### config.mk
export PLATFORM = sky130hd
export DESIGN_NAME = bounded_integer_set_table_unit
export DESIGN_NICKNAME = d
export VERILOG_FILES = /design/src/rtl/core/bist_pkg.sv /design/src/rtl/core/bounded_integer_set_table_unit.sv /design/src/rtl/core/bist_ram.sv /design/src/rtl/core/bist_datapath.sv /design/src/rtl/core/bist_ctrl.sv
export SDC_FILE = /design/constraint.sdc
export NUM_CORES = 2
export LEC_CHECK = 0
export ABC_CLOCK_PERIOD_IN_PS = 6900
export BUFFER_PORTS_ARGS = -buffer_cell sky130_fd_sc_hd__buf_2
export CORE_AREA = 3 3 430 432
export CTS_CLUSTER_SIZE = 20
export DETAILED_ROUTE_END_ITERATION = 6
export DIE_AREA = 0 0 433 435
export HOLD_SLACK_MARGIN = 0.05
export PLACE_DENSITY = 0.61
export SYNTH_ARGS = -nofsm -noshare
export SYNTH_HDL_FRONTEND = slang
export SYNTH_HIERARCHICAL = 1
export SYNTH_SLANG_ARGS = --single-unit
### constraint.sdc
create_clock -name aclk -period 6.9 [get_ports aclk]
set_clock_uncertainty 0.2 [all_clocks]
set_input_delay 0.345 -clock aclk [delete_from_list [all_inputs] [get_ports aclk]]
set_output_delay 0.345 -clock aclk [all_outputs]
set_load 0.05 [all_outputs]
### src/rtl/core/bist_pkg.sv
package bist_pkg;

    localparam int CAPACITY = 64;
    localparam int ADDR_W   = $clog2(CAPACITY);
    localparam int CNT_W    = $clog2(CAPACITY + 1);
    localparam int VALUE_W  = 31;
    localparam int KIND_W   = 2;
    localparam int STATUS_W = 2;
    localparam int S_DATA_W = 32;
    localparam int M_DATA_W = 24;

    localparam logic [KIND_W-1:0] KIND_QUERY  = 2'd0;
    localparam logic [KIND_W-1:0] KIND_INSERT = 2'd1;
    localparam logic [KIND_W-1:0] KIND_DELETE = 2'd2;

    typedef enum logic [STATUS_W-1:0] {
        ST_OK      = 2'd0,
        ST_PRESENT = 2'd1,
        ST_ABSENT  = 2'd2,
        ST_FULL    = 2'd3
    } status_t;

    typedef enum logic [2:0] {
        S_IDLE,
        S_SCAN,
        S_DRAIN,
        S_EXEC,
        S_MOVE,
        S_FINISH
    } state_t;

    typedef struct packed {
        logic start;
        logic scan;
        logic exec;
        logic move;
        logic finish;
    } dp_cmd_t;

    typedef struct packed {
        logic scan_done;
        logic need_move;
        logic out_free;
    } dp_stat_t;

endpackage

### src/rtl/core/bounded_integer_set_table_unit.sv
// Set of up to 64 distinct 31-bit natural numbers held in an unordered table.
// The slave channel takes one operation per transfer: tuser carries the kind
// (query, insert or delete) and tdata carries the value. The master channel
// returns one result per operation with status, membership, the counts of
// stored values below and above the value, and the set size afterwards.
// Each operation scans the stored entries through the table RAM, one read
// per cycle; a delete that removes an entry then moves the last entry into
// the freed slot. The controller steps through scan, drain, exec, an optional
// move and finish, then returns to the idle state, where alone a transfer is
// taken, so a new operation is accepted only after the previous one has left
// its finish state.
// A finished result sits in the output register until the receiver takes it,
// and the next operation is accepted and scanned meanwhile; it only waits at
// its end if the previous result is still held. Reset empties the set and
// drops any pending result; the table contents need no clearing.
module bounded_integer_set_table_unit (
    input  logic                          aclk,
    input  logic                          aresetn,
    input  logic                          s_tvalid,
    output logic                          s_tready,
    // value[30:0], zero [31]
    input  logic [bist_pkg::S_DATA_W-1:0] s_tdata,
    // kind[1:0]
    input  logic [bist_pkg::KIND_W-1:0]   s_tuser,
    output logic                          m_tvalid,
    input  logic                          m_tready,
    // status[1:0], is_member[2], count_below[9:3], count_above[16:10], set_size[23:17]
    output logic [bist_pkg::M_DATA_W-1:0] m_tdata
);
    import bist_pkg::*;

    dp_cmd_t  cmd;
    dp_stat_t stat;

    bist_ctrl u_ctrl (
        .aclk     (aclk),
        .aresetn  (aresetn),
        .s_tvalid (s_tvalid),
        .s_tready (s_tready),
        .stat     (stat),
        .cmd      (cmd)
    );

    bist_datapath u_datapath (
        .aclk     (aclk),
        .aresetn  (aresetn),
        .cmd      (cmd),
        .stat     (stat),
        .s_tdata  (s_tdata),
        .s_tuser  (s_tuser),
        .m_tvalid (m_tvalid),
        .m_tready (m_tready),
        .m_tdata  (m_tdata)
    );

endmodule

### src/rtl/core/bist_ram.sv
module bist_ram #(
    parameter int WIDTH = 32,
    parameter int DEPTH = 64
) (
    input  logic                     aclk,
    input  logic                     we,
    input  logic [$clog2(DEPTH)-1:0] waddr,
    input  logic [WIDTH-1:0]         wdata,
    input  logic [$clog2(DEPTH)-1:0] raddr,
    output logic [WIDTH-1:0]         rdata
);

    logic [WIDTH-1:0] mem [DEPTH];
    logic [WIDTH-1:0] rdata_reg;

    always_ff @(posedge aclk) begin
        if (we) begin
            mem[waddr] <= wdata;
        end
        rdata_reg <= mem[raddr];
    end

    assign rdata = rdata_reg;

endmodule

### src/rtl/core/bist_datapath.sv
module bist_datapath (
    input  logic                              aclk,
    input  logic                              aresetn,
    input  bist_pkg::dp_cmd_t                 cmd,
    output bist_pkg::dp_stat_t                stat,
    input  logic [bist_pkg::S_DATA_W-1:0]     s_tdata,
    input  logic [bist_pkg::KIND_W-1:0]       s_tuser,
    output logic                              m_tvalid,
    input  logic                              m_tready,
    output logic [bist_pkg::M_DATA_W-1:0]     m_tdata
);
    import bist_pkg::*;

    logic [KIND_W-1:0]   kind_reg;
    logic [VALUE_W-1:0]  value_reg;
    logic [CNT_W-1:0]    size_reg, size_next;
    logic [CNT_W-1:0]    idx_reg, idx_next;
    logic [ADDR_W-1:0]   rd_addr_reg;
    logic                rd_pend_reg, rd_pend_next;
    logic [CNT_W-1:0]    below_reg, below_next;
    logic [CNT_W-1:0]    above_reg, above_next;
    logic                found_reg, found_next;
    logic [ADDR_W-1:0]   hit_reg, hit_next;
    status_t             status_reg, status_next;
    logic                m_tvalid_reg, m_tvalid_next;
    logic [M_DATA_W-1:0] m_data_reg;

    logic                ram_we;
    logic [ADDR_W-1:0]   ram_waddr, ram_raddr, last_addr;
    logic [VALUE_W-1:0]  ram_wdata, ram_rdata;
    logic                insert_ok;

    bist_ram #(
        .WIDTH(VALUE_W),
        .DEPTH(CAPACITY)
    ) u_ram (
        .aclk  (aclk),
        .we    (ram_we),
        .waddr (ram_waddr),
        .wdata (ram_wdata),
        .raddr (ram_raddr),
        .rdata (ram_rdata)
    );

    assign last_addr = ADDR_W'(size_reg - CNT_W'(1));
    assign insert_ok = (kind_reg == KIND_INSERT) && !found_reg
                       && (size_reg < CNT_W'(CAPACITY));

    always_comb begin
        ram_raddr = cmd.exec ? last_addr : idx_reg[ADDR_W-1:0];
        ram_we    = (cmd.exec && insert_ok) || cmd.move;
        ram_waddr = cmd.move ? hit_reg : size_reg[ADDR_W-1:0];
        ram_wdata = cmd.move ? ram_rdata : value_reg;
    end

    always_comb begin
        idx_next     = idx_reg;
        rd_pend_next = cmd.scan;
        below_next   = below_reg;
        above_next   = above_reg;
        found_next   = found_reg;
        hit_next     = hit_reg;
        size_next    = size_reg;
        status_next  = status_reg;
        if (cmd.start) begin
            idx_next   = '0;
            below_next = '0;
            above_next = '0;
            found_next = 1'b0;
        end else begin
            if (cmd.scan) begin
                idx_next = idx_reg + CNT_W'(1);
            end
            if (rd_pend_reg) begin
                if (ram_rdata < value_reg) begin
                    below_next = below_reg + CNT_W'(1);
                end else if (ram_rdata > value_reg) begin
                    above_next = above_reg + CNT_W'(1);
                end else if (!found_reg) begin
                    found_next = 1'b1;
                    hit_next   = rd_addr_reg;
                end
            end
        end
        if (cmd.exec) begin
            if (kind_reg == KIND_INSERT) begin
                if (found_reg) begin
                    status_next = ST_PRESENT;
                end else if (!insert_ok) begin
                    status_next = ST_FULL;
                end else begin
                    status_next = ST_OK;
                    size_next   = size_reg + CNT_W'(1);
                end
            end else begin
                status_next = found_reg ? ST_OK : ST_ABSENT;
            end
        end
        if (cmd.move) begin
            size_next = size_reg - CNT_W'(1);
        end
    end

    always_comb begin
        m_tvalid_next = m_tvalid_reg;
        if (cmd.finish) begin
            m_tvalid_next = 1'b1;
        end else if (m_tready) begin
            m_tvalid_next = 1'b0;
        end
    end

    always_ff @(posedge aclk) begin
        if (!aresetn) begin
            size_reg     <= '0;
            rd_pend_reg  <= 1'b0;
            m_tvalid_reg <= 1'b0;
        end else begin
            size_reg     <= size_next;
            rd_pend_reg  <= rd_pend_next;
            m_tvalid_reg <= m_tvalid_next;
        end
    end

    always_ff @(posedge aclk) begin
        if (cmd.start) begin
            kind_reg  <= s_tuser;
            value_reg <= s_tdata[VALUE_W-1:0];
        end
        rd_addr_reg <= idx_reg[ADDR_W-1:0];
        idx_reg     <= idx_next;
        below_reg   <= below_next;
        above_reg   <= above_next;
        found_reg   <= found_next;
        hit_reg     <= hit_next;
        status_reg  <= status_next;
        if (cmd.finish) begin
            m_data_reg <= {size_reg, above_reg, below_reg, found_reg, status_reg};
        end
    end

    assign stat.scan_done = (idx_reg == size_reg);
    assign stat.need_move = (kind_reg == KIND_DELETE) && found_reg;
    assign stat.out_free  = !m_tvalid_reg || m_tready;

    assign m_tvalid = m_tvalid_reg;
    assign m_tdata  = m_data_reg;

endmodule

### src/rtl/core/bist_ctrl.sv
module bist_ctrl (
    input  logic               aclk,
    input  logic               aresetn,
    input  logic               s_tvalid,
    output logic               s_tready,
    input  bist_pkg::dp_stat_t stat,
    output bist_pkg::dp_cmd_t  cmd
);
    import bist_pkg::*;

    state_t state_reg, state_next;

    always_ff @(posedge aclk) begin
        if (!aresetn) begin
            state_reg <= S_IDLE;
        end else begin
            state_reg <= state_next;
        end
    end

    always_comb begin
        state_next = state_reg;
        case (state_reg)
            S_IDLE: begin
                if (s_tvalid) begin
                    state_next = S_SCAN;
                end
            end
            S_SCAN: begin
                if (stat.scan_done) begin
                    state_next = S_DRAIN;
                end
            end
            S_DRAIN: begin
                state_next = S_EXEC;
            end
            S_EXEC: begin
                state_next = stat.need_move ? S_MOVE : S_FINISH;
            end
            S_MOVE: begin
                state_next = S_FINISH;
            end
            S_FINISH: begin
                if (stat.out_free) begin
                    state_next = S_IDLE;
                end
            end
            default: begin
                state_next = S_IDLE;
            end
        endcase
    end

    always_comb begin
        cmd      = '0;
        s_tready = 1'b0;
        case (state_reg)
            S_IDLE: begin
                s_tready  = 1'b1;
                cmd.start = s_tvalid;
            end
            S_SCAN: begin
                cmd.scan = !stat.scan_done;
            end
            S_EXEC: begin
                cmd.exec = 1'b1;
            end
            S_MOVE: begin
                cmd.move = 1'b1;
            end
            S_FINISH: begin
                cmd.finish = stat.out_free;
            end
            default: begin
                cmd = '0;
            end
        endcase
    end

endmodule

==> metrics.md <==
| Metric | Value |
|---|---|
| Detailed-router iteration count before antenna repair | 7 |
| Final Hold Viols | 0 |
| Syn nets | 3987 |
| Clk pwr share | 0.324 |
| Worst path arrival time | 5.70 ns |
| Setup bufs post-CTS | 0 |
| Clock-pin slew on the worst setup and hold paths | 0.07 ns |
| Die Wd | 433 µm |
| Yosys top cell by area | edfxtp_1 |
| Number of global-route vias before repair | 40200 |
| Critical path peak fanout | 54 |
| Syn Inst Count | 3913 |
| Crit Path Class | register to register |
| Share of layout cells above drive strength 1 | 0.239 |
| Routed WL | 204 mm |
| Asr flop ratio synth | 0 |
| CP Capture Type | register |
| Failing checks | design-rule violations |
| Detail Placement HPWL | 114 mm |
| Final period util | 0.743 |
| Worst skew pair latency | 0.84 ns |
| Antenna-violating nets left | 0 |
| Layout Nets | 4274 |
| Post-layout instance area | 93300 µm² |
| CP Data Required Time | 7.48 ns |
| Most instantiated cells after synthesis | 2049 x edfxtp_1, 403 x mux4_2, 297 x mux2i_1, 105 x nor2_1, 104 x a22oi_1 |
| Worst-Margin Slew | 1.26 ns |
| Fin. max-slew vios | 0 |
| CP max stage cell | o31ai_1 |
| Clock tree from TritonCTS | built |
| Grt ovf | 0 |
| TritonCTS Buffers | 207 |
| Top cells by area, synth | edfxtp_1 75%, mux4_2 11%, mux2i_1 3.6%, dfxtp_1 1.7%, a22oi_1 0.96% |
| Max VDD drop | 0.284 mV |
| Starting DRT DRC Count | 4514 |
| Register area share after synthesis | 0.772 |
| Cell Area, Synth | 81500 µm² |
| PortBufs | 62 |
| Number of flip-flops under the largest register name | 1984 |
| Status | complete, but fails checks |
| Root buf cell | clkbuf_16 |
| Setup Viol. Count Final | 0 |
| # DRC | 12 |
| Max-cap violations | 0 |
| Crit path cell chain | and3b_2 > nor2_1 > a21oi_4 > buf_12 > buf_4 > mux4_2 > o22ai_1 > o31ai_1 > and3_1 |
| R2R Setup Slk | 1.78 ns |
| Largest net degree at the start of global routing | 87 |
| Net Sw Frac | 0.283 |
| First-pass GRT wire length | 292 mm |
| Crit-path max cell delay | 1.00 ns |
| Site Rows | 156 |
| Die area | 188000 µm² |
| Comb pwr share | 0.213 |
| Synth cell types | 64 |
| Total Power | 33.5 mW |
| Syn. warnings | 6 |
| Routed WL per cell | 30.2 µm |
| Routability-driven placement congestion ratio | 0.812 |
| Final Util | 0.516 |
| Hold Crit Class | register to register |
| Syn_area_per_cell | 20.8 µm² |
| Minimum clock period | 5.12 ns |
| Clk sinks | 2120 |
| #FFs+latches synth | 2120 |
| Ports | 64 |
| Vias | 40000 |
| # placed instances | 6290 |
| Pwr dens | 359 nW/µm² |
| CP top delay family | compound AO/OA/AOI/OAI gates |
| Fill cells | 14100 |
| NetSw | 9.47 mW |
| H-tree lvl count | 4 |
| Routed vias/inst | 5.92 |
| Global Route Usage Sum | 0.217 |
| Synth Flop Type | edfxtp_1 |
| DP Area | 86100 µm² |
| Sequential Power Share | 0.463 |
| Internal power | 24.0 mW |
| Initial core utilization | 0.451 |
| Die height | 435 µm |
| Initial antenna violation count | 18 |
| Layout area overhead | 14.4% |
| Yosys top cell area share | 0.755 |
| Fmax | 195 MHz |
| Clock Tree Buf Depth | 3 |
| RSZ-0062 raised after global routing | false |
| Worst setup SP type | register |
| Number of synthesized flops with an enable pin | 2049 |
| Crit path buffers/inverters | 2 |
| Core area | 181000 µm² |
| Post_cts resized | 0 |
| Cell Count, Final, Fillers Out | 6754 |
| Top-count cell post-synth | edfxtp_1 |
| Pleak | 28.5 nW |
| Setup TNS | 0 ns |
| Worst rel slew slack | 0.150 |
[cell usage in the layout, fill, tap and decap left out, types with 64 or more instances in the layout]
cell type         n
o22ai_1          85
mux2i_1         297
dlygate4sd3_1    71
clkbuf_16       211
dfxtp_1          71
edfxtp_1       2049
o21ai_0          65
mux4_2          403
buf_4           149
nor2_4           64
a22oi_1         104
[cells by family after synthesis]
group | after synthesis | synth area share
compound gates | 453 | 0.0360
simple gates | 311 | 0.0192
buf+inv | 253 | 0.0143
mux | 719 | 0.150
fa+ha+maj | 36 | 0.00553
xor+xnor | 21 | 0.00226
flops | 2120 | 0.772
[metal layers]
layer  global-route usage  wire length [µm]  up-vias
met3               0.0478             15900      295
li1                     -                 -    16900
met1                0.300             83400    21300
met4               0.0733              6750        6
met5              0.00717               209        -
met2                0.343             97900     1510
[worst paths after layout]
path	start	endpoint	cells past startpoint
max	u_ctrl/state_reg[0]	u_datapath/u_ram/rdata[4]	9
min	u_datapath/rd_addr_reg[0]	u_datapath/hit_reg[0]	0
max reg2reg	u_ctrl/state_reg[0]	u_datapath/u_ram/rdata[4]	9
min reg2reg	u_datapath/rd_addr_reg[0]	u_datapath/hit_reg[0]	0
[power by group through the flow]
stage | registers (mW) | clock network, mW | logic (mW)
floorplan | 15.9 | 0 | 4.42
global placement | 15.8 | 0 | 7.05
detailed placement | 15.8 | 0 | 7.16
CTS | 15.5 | 11.1 | 7.20
global route | 15.5 | 11.6 | 7.57
finish | 15.5 | 10.9 | 7.12
[stage by stage]
step                setup slack, ns  hold WS (ns)
global route                   1.59         0.203
finish                         1.78         0.196
CTS                            1.79         0.178
floorplan                      1.74         0.186
global placement               1.88         0.189
detailed placement             1.81         0.191
[what timing repair did]
action / in CTS / in global routing
endpoints found under the hold margin: 45 / 0
hold buffers: 71 / 0
setup endpoints to repair: 0 / 0
[layout make-up]
class / count / area (µm²) / share of cell area
clock buffers: 268 / 5580 / 0.0599
flip-flops and latches: 2120 / 63000 / 0.675
inverters: 37 / 139 / 0.00149
repair buffers: 294 / 2380 / 0.0255
multi-input cells: 1540 / 18300 / 0.196
well taps: 2370 / 2970 / 0.0318
clock inverters: 109 / 905 / 0.00970
diodes: 16 / 40.0 / 0.000429
Note: power is estimated with default switching activity, not from simulation.
